$ cat src/design/mbn_pkg.sv
package mbn_pkg;

  // Width of one normalized Q1.14 result coordinate.
  localparam int NORM_W = 16;

  // Quotient bits of the per-axis division. The result magnitude never
  // exceeds 12288, so fourteen bits hold it.
  localparam int QUOT_W = 14;
  localparam int STEP_W = $clog2(QUOT_W);

  // The scale 12288 is 2^13 + 2^12, applied as two shifts.
  localparam int SCALE_SH_A = 13;
  localparam int SCALE_SH_B = 12;

  localparam int NUM_AXES = 3;

  typedef enum logic [1:0] {
    CMD_LOAD  = 2'd0,
    CMD_FETCH = 2'd1,
    CMD_CLEAR = 2'd2,
    CMD_NONE  = 2'd3
  } cmd_t;

  typedef enum logic [1:0] {
    STAT_OK    = 2'd0,
    STAT_EMPTY = 2'd1,
    STAT_DEGEN = 2'd2
  } status_t;

  typedef enum logic [2:0] {
    ST_IDLE,
    ST_READ,
    ST_PREP,
    ST_DIV,
    ST_OUT
  } state_t;

  // Control from the sequencer to each axis lane.
  typedef struct packed {
    logic load;
    logic clear;
    logic fetch;
    logic capture;
    logic prep;
    logic step;
  } lane_ctl_t;

endpackage

$ cat src/design/mbn_merge.sv
module mbn_merge #(
  parameter int COORD_BITS = 24
) (
  input  logic [mbn_pkg::NUM_AXES-1:0][COORD_BITS-1:0]      lane_ext,
  input  logic [mbn_pkg::NUM_AXES-1:0][mbn_pkg::NORM_W-1:0] lane_norm,
  input  logic [COORD_BITS-1:0]                             ext_i,
  output logic [COORD_BITS-1:0]                             ext_max,
  output logic                                              degen,
  output logic [mbn_pkg::NUM_AXES-1:0][mbn_pkg::NORM_W-1:0] norm_o
);
  import mbn_pkg::*;

  logic [COORD_BITS-1:0] ext_xy;

  // Largest extent of the three axes sets the common divisor.
  assign ext_xy  = (lane_ext[1] > lane_ext[0]) ? lane_ext[1] : lane_ext[0];
  assign ext_max = (lane_ext[2] > ext_xy) ? lane_ext[2] : ext_xy;

  // A flat box has no scale; all three results are forced to zero.
  assign degen = (ext_i == '0);

  always_comb begin
    for (int a = 0; a < NUM_AXES; a++) begin
      norm_o[a] = degen ? '0 : lane_norm[a];
    end
  end

endmodule

$ cat config.mk
export PLATFORM = sky130hd
export DESIGN_NAME = mbn_merge
export DESIGN_NICKNAME = d
export VERILOG_FILES = /design/src/design/mbn_pkg.sv /design/src/design/mbn_merge.sv
export SDC_FILE = /design/constraint.sdc
export NUM_CORES = 1
export LEC_CHECK = 0
export ABC_AREA = 1
export BUFFER_PORTS_ARGS = -buffer_cell sky130_fd_sc_hd__buf_2
export CAP_MARGIN = 20
export CORE_AREA = 2 2 84 86
export DETAILED_ROUTE_END_ITERATION = 10
export DIE_AREA = 0 0 86 88
export PLACE_DENSITY = 0.82
export SLEW_MARGIN = 20
export SYNTH_ARGS = -nofsm -noshare
export SYNTH_HDL_FRONTEND = slang
export SYNTH_SLANG_ARGS = --single-unit
$ cat constraint.sdc
create_clock -name vclk -period 8.1
set_input_delay 1.215 -clock vclk [all_inputs]
set_output_delay 1.215 -clock vclk [all_outputs]
set_load 0.02 [all_outputs]
Word level (Yosys, flattened, before mapping)
Cells that the tools add are included.
{"block": "totals", "register_bits": 0, "output_inout_bits": 73, "wordCells": 8}
{"block": "op_classes", "n_lt_le_gt_ge": 2, "reduce_logical": 1, "muxes": 5}
{"cell": "24-bit greater-than comparator", "n": 2}
{"cell": "16-bit two-way mux", "n": 3}
{"cell": "24-bit two-way mux", "n": 2}
{"cell": "24-bit logical NOT", "n": 1}

Logic depth before layout (Yosys ltp)
{"block": "depth", "ltp_word": 4, "ltp_mapped": 29, "mapped_depth_nobuf": 27}

Worst setup path after synthesis
No wires, ideal clock.
{"block": "synth_timing", "path_kind": "input -> output", "start": "input lane_ext[15] (netlist bit)", "end": "output ext_max[13]", "required_ps": 6885, "setup_slack_ps": 3039, "t_arrival_ps": 3846, "cell_stages": 21, "cell_sequence": "inv_1 ha_1 nand2_2 nor2_4 nand4_2 nor2_4 nand2_2 nand3_4 nand2_4 buf_12 nand2_4 nand2_1 ha_1 nand2_1 nor2_2 and3_1 nand4_1 nand2_2 buf_2 nand3_2 nand2_1"}
{"block": "synth_between", "elab_chain_cells": 4}
{"item": "start: declaration", "line": "mbn_merge.sv:4", "rtl": "input logic [mbn_pkg::NUM_AXES-1:0][COORD_BITS-1:0] lane_ext,"}
{"item": "24-bit greater-than comparator", "line": "mbn_merge.sv:16", "rtl": "assign ext_xy = (lane_ext[1] > lane_ext[0]) ? lane_ext[1] : lane_ext[0];"}
{"item": "24-bit two-way mux *", "line": "mbn_merge.sv:16"}
{"item": "24-bit greater-than comparator", "line": "mbn_merge.sv:17", "rtl": "assign ext_max = (lane_ext[2] > ext_xy) ? lane_ext[2] : ext_xy;"}
{"item": "24-bit two-way mux *", "line": "mbn_merge.sv:17"}
{"item": "end: declaration", "line": "mbn_merge.sv:7", "rtl": "output logic [COORD_BITS-1:0] ext_max,"}
Every way passes the cells marked *; elsewhere a longest branch is shown, timed or not.

Final worst setup path
{"block": "layout_timing", "start": "input lane_ext[17] (netlist bit)", "end": "output ext_max[15]"}
Same word-level chain as after synthesis.

==> results.ini <==
[floorplanning]
die_height_um = 88
initial_core_util = 0.399
die_w_um = 86
core_area_um2 = 6640
rows = 30
boundaryPins = 217
fp.dieArea_um2 = 7570

[global_route]
antenna_found_initial = 0
globalRouteOverflowTotal = 0
grt_pass1_vias = 3448
grt_max_degree = 50
grt_pass1_wl_um = 15000
grt_use_total = 0.239

[finish]
drive_gt1_frac = 0.377
clock_buffer_count = 0
seq_cells = 0
final_cell_mix = 217 x buf_2, 173 x nand2_1, 113 x inv_1
final_cell_area_um2 = 3750
num_antenna_cells = 0
final_cells = 770
final_common_cell = buf_2
synthToLayoutAreaGrowth_pct = 41.4
nNetsFinal = 884
post-route-util = 0.564
fillers = 669
regArea_um2 = 0

[setup_path]
path_max_fanout = 25
required_ns = 6.88
crit_type = in -> out
start_kind = input port
arrival_ns = 5.29
endpoint_kind = output pin

[logic_synthesis]
synth_area_um2 = 2650
syn-num-nets = 679
synth_area_per_cell_um2 = 5.44
ys_warn_count = 0
yosysUniqueCellTypes = 29
synth_seq_area_share = 0
postSynthCellCount = 487

[min_path]
hp-class = in -> out

[timing]
period_needed_ns = 6.51
worst_pin_slew_ns = 0.616
fmax_mhz = 154
final_max_slew_viol_count = 0
setup_viol = 0
setup_tns_ns = 0
maxSlewHeadroom = 0.588
fin_worst_hold_slack_ns = 2.73
finalWorstSetupSlack_ns = 1.59
hold_viol_final = 0
rsz0062_at_grt = false
finalCritPeriodShare = 0.803

[run]
cap_viol_max_count = 0

[power]
p_leak_nw = 2.79
powerDensity_nw_per_um2 = 90.2
max-vdd-ir-drop_mv = 0.0487
total_power_mw = 0.338

[detailed_routing]
drc = 0
first_pass_iters = 4
wl_per_cell_um = 12.2
routed_via_density = 4.71
detail-route-antenna-nets = 0
via_count = 3624
drt-total-wl_um = 9380
dr.first_iter.drc_count = 218

[cts]
cts_hold_buf = 0
post_cts.repair.setup_buffers = 0
cts_resized = 0

[placed_design]
dp_hpwl_um = 8140
placed_cells = 770
place_area_um2 = 3750
numPortBuffers = 217
dp_worst_setup_slack_ns = 1.66
gp_congestion = 0.887

[outcome]
outcome = finished, final reports clean

metal layers:
| metal | global-route usage | share of wire | up-vias |
|---|---|---|---|
| met4 | 0.0144 | 0.0067 | 0 |
| met5 | 0 | 0 | - |
| met1 | 0.305 | 0.45 | 1555 |
| li1 | - | - | 1893 |
| met3 | 0.0302 | 0.075 | 8 |
| met2 | 0.446 | 0.47 | 168 |
final timing paths:
path	startpoint	endpoint	slack [ns]	cells past startpoint
min	lane_norm[44]	norm_o[44]	2.73	4
max	lane_ext[17]	ext_max[15]	1.59	26
worst max-delay path, stage by stage:
cell and delay (ns):
buf_2 0.09, inv_1 0.12, ha_1 0.26, nand2_1 0.06, nand2_1 0.06, nand3_1 0.08, nand2_1 0.06, a21oi_1 0.30
nand3_4 0.32, nand2_4 0.51, nand2_1 0.13, nand2_1 0.09, ha_1 0.23, nand2_1 0.09, inv_1 0.04, nand2_1 0.05
nand2_1 0.04, nand2_1 0.06, nand3_1 0.08, nand2_1 0.07, nand3_1 0.08, nand2_2 0.47, inv_2 0.35, nand2_1 0.13
nand2_1 0.09, buf_2 0.17
final cells by class:
class,instances,area (um^2),area share
multi-input combinational,358,2130,0.568
timing repair buffer,218,1090,0.292
inverter,114,428,0.114
tap,80,100,0.0267
power breakdown:
group	total (mW)	internal (mW)	switching [mW]
Clock	0	0	0
Combinational	0.338	0.124	0.214
Sequential	0	0	0
Total	0.338	0.124	0.214
cell usage after synthesis:
| cell | n | area, um^2 |
|---|---|---|
| nand3_4 | 2 | 35.0 |
| nand2_1 | 173 | 649 |
| buf_1 | 1 | 3.75 |
| nor2_4 | 2 | 22.5 |
| buf_6 | 1 | 11.3 |
| o21bai_1 | 2 | 15.0 |
| o21a_1 | 1 | 7.51 |
| nand4_2 | 1 | 12.5 |
| buf_2 | 6 | 30.0 |
| nand2_4 | 11 | 124 |
| o21ai_0 | 2 | 10.0 |
| nor4_1 | 6 | 37.5 |
| buf_4 | 2 | 15.0 |
| inv_2 | 1 | 3.75 |
| a21oi_1 | 17 | 85.1 |
| nand4_1 | 2 | 12.5 |
| buf_12 | 1 | 20.0 |
| a21o_1 | 2 | 15.0 |
| nand2_2 | 13 | 81.3 |
| ha_1 | 48 | 601 |
| nand3_1 | 44 | 220 |
| and3_1 | 1 | 6.26 |
| nor2_1 | 15 | 56.3 |
| nand3_2 | 10 | 100 |
| clkbuf_1 | 4 | 15.0 |
| inv_1 | 113 | 424 |
| nor2_2 | 2 | 12.5 |
| and2_1 | 3 | 18.8 |
| and2_0 | 1 | 6.26 |
cell families (layout without fill, tap and decap cells):
family,after synthesis,in the layout,synth area share
AND/OR/NAND/NOR,286,286,0.526
buffers and inverters,129,332,0.197
adder cells (fa/ha/maj),48,48,0.227
AO/OA/AOI/OAI,24,24,0.0500
(Power assumes the default switching activity.)
