==> src/design/mbn_pkg.sv <==
package mbn_pkg;

  // Width of one normalized Q1.14 result coordinate.
  localparam int NORM_W = 16;

  // Quotient bits of the per-axis division. The result magnitude never
  // exceeds 12288, so fourteen bits hold it.
  localparam int QUOT_W = 14;
  localparam int STEP_W = $clog2(QUOT_W);

  // The scale 12288 is 2^13 + 2^12, applied as two shifts.
  localparam int SCALE_SH_A = 13;
  localparam int SCALE_SH_B = 12;

  localparam int NUM_AXES = 3;

  typedef enum logic [1:0] {
    CMD_LOAD  = 2'd0,
    CMD_FETCH = 2'd1,
    CMD_CLEAR = 2'd2,
    CMD_NONE  = 2'd3
  } cmd_t;

  typedef enum logic [1:0] {
    STAT_OK    = 2'd0,
    STAT_EMPTY = 2'd1,
    STAT_DEGEN = 2'd2
  } status_t;

  typedef enum logic [2:0] {
    ST_IDLE,
    ST_READ,
    ST_PREP,
    ST_DIV,
    ST_OUT
  } state_t;

  // Control from the sequencer to each axis lane.
  typedef struct packed {
    logic load;
    logic clear;
    logic fetch;
    logic capture;
    logic prep;
    logic step;
  } lane_ctl_t;

endpackage

==> src/design/mbn_lane.sv <==
module mbn_lane #(
  parameter int COORD_BITS = 24
) (
  input  logic                          clk,
  input  logic                          rst_n,
  input  mbn_pkg::lane_ctl_t            ctl,
  input  logic signed [COORD_BITS-1:0]  load_coord,
  input  logic signed [COORD_BITS-1:0]  rd_coord,
  input  logic [COORD_BITS-1:0]         ext_i,
  output logic [COORD_BITS-1:0]         extent_o,
  output logic signed [mbn_pkg::NORM_W-1:0] norm_o
);
  import mbn_pkg::*;

  localparam int CB = COORD_BITS;
  localparam int MW = CB + 2;
  localparam int DW = CB + 17;

  logic signed [CB-1:0] min_r, min_nxt;
  logic signed [CB-1:0] max_r, max_nxt;
  logic signed [CB:0]   sum_r, sum_nxt;
  logic                 sign_r, sign_nxt;
  logic [MW-1:0]        mag_r, mag_nxt;
  logic [DW-1:0]        rem_r, rem_nxt;
  logic [DW-1:0]        dvs_r, dvs_nxt;
  logic [QUOT_W-1:0]    q_r, q_nxt;

  logic signed [CB:0]   diff;
  logic signed [MW-1:0] n_w;
  logic [NORM_W-1:0]    q_ext;

  assign diff     = {max_r[CB-1], max_r} - {min_r[CB-1], min_r};
  assign extent_o = diff[CB-1:0];
  assign n_w      = {rd_coord[CB-1], rd_coord, 1'b0} - {sum_r[CB], sum_r};
  assign q_ext    = NORM_W'(q_r);
  assign norm_o   = sign_r ? -q_ext : q_ext;

  always_comb begin
    min_nxt  = min_r;
    max_nxt  = max_r;
    sum_nxt  = sum_r;
    sign_nxt = sign_r;
    mag_nxt  = mag_r;
    rem_nxt  = rem_r;
    dvs_nxt  = dvs_r;
    q_nxt    = q_r;
    if (ctl.clear) begin
      min_nxt = {1'b0, {(CB-1){1'b1}}};
      max_nxt = {1'b1, {(CB-1){1'b0}}};
    end else if (ctl.load) begin
      if (load_coord < min_r) begin
        min_nxt = load_coord;
      end
      if (load_coord > max_r) begin
        max_nxt = load_coord;
      end
    end
    if (ctl.fetch) begin
      sum_nxt = {min_r[CB-1], min_r} + {max_r[CB-1], max_r};
    end
    if (ctl.capture) begin
      sign_nxt = n_w[MW-1];
      mag_nxt  = n_w[MW-1] ? MW'(-n_w) : MW'(n_w);
    end
    if (ctl.prep) begin
      rem_nxt = (DW'(mag_r) << SCALE_SH_A) + (DW'(mag_r) << SCALE_SH_B)
              + DW'(ext_i >> 1);
      dvs_nxt = DW'(ext_i) << (QUOT_W - 1);
      q_nxt   = '0;
    end
    if (ctl.step) begin
      // One restoring-division bit per cycle, most significant first.
      if (rem_r >= dvs_r) begin
        rem_nxt = rem_r - dvs_r;
        q_nxt   = {q_r[QUOT_W-2:0], 1'b1};
      end else begin
        q_nxt   = {q_r[QUOT_W-2:0], 1'b0};
      end
      dvs_nxt = dvs_r >> 1;
    end
  end

  always_ff @(posedge clk) begin
    if (!rst_n) begin
      min_r <= {1'b0, {(CB-1){1'b1}}};
      max_r <= {1'b1, {(CB-1){1'b0}}};
    end else begin
      min_r <= min_nxt;
      max_r <= max_nxt;
    end
    sum_r  <= sum_nxt;
    sign_r <= sign_nxt;
    mag_r  <= mag_nxt;
    rem_r  <= rem_nxt;
    dvs_r  <= dvs_nxt;
    q_r    <= q_nxt;
  end

endmodule

==> config.mk <==
export PLATFORM = sky130hd
export DESIGN_NAME = mbn_lane
export DESIGN_NICKNAME = d
export VERILOG_FILES = /design/src/design/mbn_pkg.sv /design/src/design/mbn_lane.sv
export SDC_FILE = /design/constraint.sdc
export NUM_CORES = 1
export LEC_CHECK = 0
export BUFFER_PORTS_ARGS = -buffer_cell sky130_fd_sc_hd__buf_2
export CORE_MARGIN = 1
export CORE_UTILIZATION = 53
export CTS_CLUSTER_DIAMETER = 120
export DETAILED_ROUTE_END_ITERATION = 8
export PLACE_DENSITY = 0.77
export SLEW_MARGIN = 20
export SYNTH_ARGS = -nofsm -noshare
export SYNTH_HDL_FRONTEND = slang
export SYNTH_SLANG_ARGS = --single-unit
==> constraint.sdc <==
create_clock -name clk -period 7.7 [get_ports clk]
set_input_delay 1.54 -clock clk [delete_from_list [all_inputs] [get_ports clk]]
set_output_delay 1.54 -clock clk [all_outputs]
set_load 0.01 [all_outputs]
# Yosys cells after proc, flatten, opt, wreduce, memory -nomap -nowiden
# Index checks and enable logic that the tools add are counted.
# word_totals
register_bits,192
inputBits,80
output_inout_bits,40
word_cells,36
# classes
bitwise_logic,1
n_lt_le_gt_ge,3
add_sub_neg,8
n_mux,10
n_reduce_logical,4
# op_table
cell,n
$mux 41,3
$add 40x23->41,1
$ge 41x37->1,1
$sub 41x37->41,1
$add 39x38->40,1
$mux 37,1
$mux 36,1
$mux 14,2
$neg 26->26,1
$sub 25x25->26,1
$add 24x24->25,1
$mux 25,1
$gt 24x24->1,1
$lt 24x24->1,1
$sub 24x24->24,1
$mux 16,1
$neg 14->16,1
$reduce_and 2->1,2
$reduce_bool 2->1,1
$reduce_or 2->1,1
$mux 1,1
$not 1->1,1

# Longest topological paths before layout
# logic_depth
word_depth,5
ltp_mapped,15
ltp_nobuf,13

# Worst setup path before layout
# Ideal clock, no wire load.
# synth_timing
path_kind,input-to-reg
startpoint,input port ext_i[14]
endpoint,register rem_r[39]
setup_ps,120
arrival_ps,4454
path_slack_ps,3127
path_buffers,0
t_required_ps,7580
path_stages,12
cell_sequence,fa_1 > ha_1 > fa_1 > a211oi_1 > o21a_1 > o21ai_0 > o21ai_0 > o41ai_1 > o41ai_1 > o21ai_0 > and3_1 > a211o_1
# synth_between
elab_chain_cells,4
# synth_lines
element,line,source
start: declaration,mbn_lane.sv:9,"input logic [COORD_BITS-1:0] ext_i,"
$add 40x23->41 *,mbn_lane.sv:67,+ DW'(ext_i >> 1);
$mux 41 *,mbn_lane.sv:65,if (ctl.prep) begin
$mux 41,mbn_lane.sv:73,if (rem_r >= dvs_r) begin
$mux 41 *,mbn_lane.sv:71,if (ctl.step) begin
via rem_nxt[39],mbn_lane.sv:24,"logic [DW-1:0] rem_r, rem_nxt;"
end signal: assignment,mbn_lane.sv:94,rem_r <= rem_nxt;
end: declaration,mbn_lane.sv:24,
# The timed path passes the listed nets; every way through them passes the cells marked *.
# A chain may end at the register's enable or synchronous reset.

# Final worst setup path
# layout_timing
startpoint,register min_r[1]
endpoint,output port extent_o[21]
# layout_between
elab_chain_cells,1
# layout_lines
element,line,source
start: declaration,mbn_lane.sv:19,"logic signed [CB-1:0] min_r, min_nxt;"
start signal: assignment,mbn_lane.sv:85,"min_r <= {1'b0, {(CB-1){1'b1}}};"
start signal: assignment,mbn_lane.sv:88,min_r <= min_nxt;
$sub 24x24->24,mbn_lane.sv:32,"assign diff = {max_r[CB-1], max_r} - {min_r[CB-1], min_r};"
end: declaration,mbn_lane.sv:10,"output logic [COORD_BITS-1:0] extent_o,"
# No other way between the ends.

==> results.json <==
{
  "rsz0062_at_grt": "no",
  "whs_ns": 0.508,
  "synth_edf_count": 103,
  "cp_max_fo": 4,
  "cts_sinks": 192,
  "postSynthCellCount": 1875,
  "synth_area_mm2": 0.0164,
  "powerDensity_mw_per_mm2": 358,
  "syn_nets": 2169,
  "critPathKind": "flip-flop to primary output",
  "antenna_found_initial": 3,
  "crit_arrival_ns": 3.86,
  "io_buffer_count": 119,
  "max_freq_ghz": 0.185,
  "layout_min_cycle_time_ns": 5.40,
  "met1_length_um": 18600,
  "met2_length_um": 20000,
  "nets": 2252,
  "core_mm2": 0.0300,
  "irDropWorstVdd_uv": 212,
  "wl_per_cell_um": 17.7,
  "synth.yosys.warnings": 0,
  "critPathLaunchType": "flip-flop",
  "crit_path_end_kind": "primary output",
  "clkTransAtPathRegs_ns": 0.08,
  "clock_path_buffers": 2,
  "dr.max_layer_used": "met5",
  "grt.overflow.total": 0,
  "hold_viol": 0,
  "fp.dieH_um": 178,
  "tightest_slew_ns": 1.02,
  "ctsResizeCount": 0,
  "globalplace.congestion": 0.922,
  "synth_cell_types": 89,
  "finalSetupViolCount": 0,
  "hold_buffers": 0,
  "skew_ns": 0.0130,
  "final.setup.tns_ns": 0,
  "ant_nets": 0,
  "async_flop_share_pct": 0,
  "track_usage_pct": 26.6,
  "grt_pass1_vias": 13323,
  "cts_setup_buffers": 0,
  "hp-class": "flip-flop to flip-flop",
  "drtIter0Drc": 1063,
  "yosysSeqAreaShare_pct": 29.8,
  "post-route-period-util_pct": 70.2,
  "critical_path.cell_chain": "inv_1, ha_1, nor2b_1, o21ai_0, a211oi_1, nor4bb_1, o31ai_1, a221o_1, a31o_2, a21o_1, a21oi_1, xnor2_1, buf_2",
  "syn2layout_area_growth_pct": 9.28,
  "syn_area_per_cell_um2": 8.74,
  "cp_data_required_time_ns": 6.16,
  "dp_slack_ns": 2.65,
  "numCtsBuffers": 17,
  "synth_ff_type": "edfxtp_1",
  "grt_start_max_net_pins": 70,
  "maxCapViolCount": 0,
  "die_area_mm2": 0.0316,
  "drive_above_1_share_pct": 11.7,
  "status": "finished, final reports clean",
  "slew_violations": 0,
  "setup_ws_ns": 2.30,
  "fp.dieW_um": 178,
  "insertion_delay_ns": 0.46,
  "cts_tree": "built",
  "vias": 13921,
  "wl_met3_um": 1820,
  "slowest_delay_ns": 0.45,
  "rows": 63,
  "initial_core_util_pct": 54.5,
  "min_path_cells": 2,
  "htreeDepth": 4,
  "grt_pass1_wl_um": 66500,
  "firstDrtPassIters": 6,
  "root_buffer": "clkbuf_16",
  "total_leakage_power_nw": 8.18,
  "drt-vias-per-instance": 5.89,
  "routed_wl_um": 41700,
  "slew_headroom_pct": 32.1,
  "slowest_stage": "nor4bb_1",
  "worstRegToRegCells": 13,
  "place_hpwl_um": 32300,
  "drc": 0,
  "io_pins": 120,
  "ys_ff_latch": 192
}
[metrics by stage]
step | area (µm²) | power, mW | utilization, % | std cells
after floorplan | 16400 | 4.55 | - | 1875
after global placement | 17300 | 5.38 | 57.5 | 2327
after detailed placement | 17300 | 5.47 | 57.6 | 2329
after CTS | 17900 | 6.38 | 59.6 | 2361
after global routing | 17900 | 6.91 | 59.6 | 2363
final | 17900 | 6.41 | 59.6 | 2363
[worst max-delay path, delay by kind of cell (launching register included)]
| kind | cells | cell delay [ns] |
|---|---|---|
| compound gates | 7 | 1.63 |
| xor+xnor | 1 | 0.16 |
| buf+inv | 2 | 0.30 |
| flops | 1 | 0.41 |
| simple gates | 2 | 0.58 |
| fa+ha+maj | 1 | 0.32 |
[report_power, final]
| part | leakage, nW | internal [mW] | switching (mW) |
|---|---|---|---|
| Combinational | 6.13 | 1.66 | 2.31 |
| Clock | 0.285 | 0.431 | 0.457 |
| Sequential | 1.76 | 1.38 | 0.167 |
| Total | 8.18 | 3.47 | 2.94 |
[synthesized netlist by cell type, types with 20 or more instances]
cell / n / area share (%)
ha_1: 199 / 15
inv_1: 170 / 3.9
a21oi_1: 148 / 4.5
nor2_1: 126 / 2.9
o21ai_0: 123 / 3.8
nand2_1: 119 / 2.7
edfxtp_1: 103 / 19
xnor2_1: 103 / 5.5
nand3_1: 97 / 3.0
dfxtp_1: 89 / 11
a21o_1: 64 / 2.9
clkbuf_1: 50 / 1.1
xor2_1: 44 / 2.4
and2_1: 30 / 1.1
mux2i_1: 28 / 1.7
mux2_2: 27 / 1.9
a31oi_1: 22 / 0.84
nor3_1: 21 / 0.64
nand2b_1: 20 / 0.76
[layout by cell type, fill, tap and decap left out, types with 64 or more instances in the layout]
cell	synthesis	final
ha_1	199	199
inv_1	170	170
a21oi_1	148	147
nor2_1	126	126
o21ai_0	123	123
nand2_1	119	119
buf_2	7	119
xnor2_1	103	103
edfxtp_1	103	103
nand3_1	97	97
dfxtp_1	89	89
a21o_1	64	64
[metal layers]
layer | up-vias | global-route usage (%)
met1 | 6542 | 33.6
li1 | 6876 | -
met4 | 2 | 11.0
met3 | 83 | 3.47
met5 | - | 0
met2 | 418 | 45.5
[state kept, by name, summed over array words and instances, names as in the netlist]
name,cells
q_r,14
max_r,24
mag_r,26
dvs_r,37
min_r,24
rem_r,41
sum_r,25
sign_r,1
[area by class of cell]
cell class	instances	area, µm²
fillers	2603	12100
multi-input cells	1450	10600
flip-flops and latches	192	4870
repair buffers	126	672
inverters	171	642
well taps	390	488
clock buffers	17	425
clock inverters	15	151
diodes	2	5.00
[path summary, 6_finish.rpt]
path	startpoint	to	slack (ns)
setup / recovery	min_r[1]$_SDFFE_PP1P_	extent_o[21]	2.30
hold / removal	min_r[7]$_SDFFE_PP1P_	min_r[7]$_SDFFE_PP1P_	0.51
setup reg to reg	dvs_r[1]$_SDFFCE_PN0P_	rem_r[40]$_DFF_P_	3.69
hold reg to reg	min_r[7]$_SDFFE_PP1P_	min_r[7]$_SDFFE_PP1P_	0.51
[cell families (layout without fill, tap and decap cells)]
group | count (synthesis) | count (layout) | share of synthesized area [%]
AO/OA/AOI/OAI | 518 | 518 | 20.7
AND/OR/NAND/NOR | 515 | 515 | 15.5
buffers and inverters | 233 | 329 | 5.46
adder cells (fa/ha/maj) | 214 | 214 | 17.0
flip-flops | 192 | 192 | 29.8
XOR/XNOR | 148 | 148 | 7.96
multiplexers | 55 | 55 | 3.57
other | 0 | 2 | 0
Power figures use the tool's default switching activity.
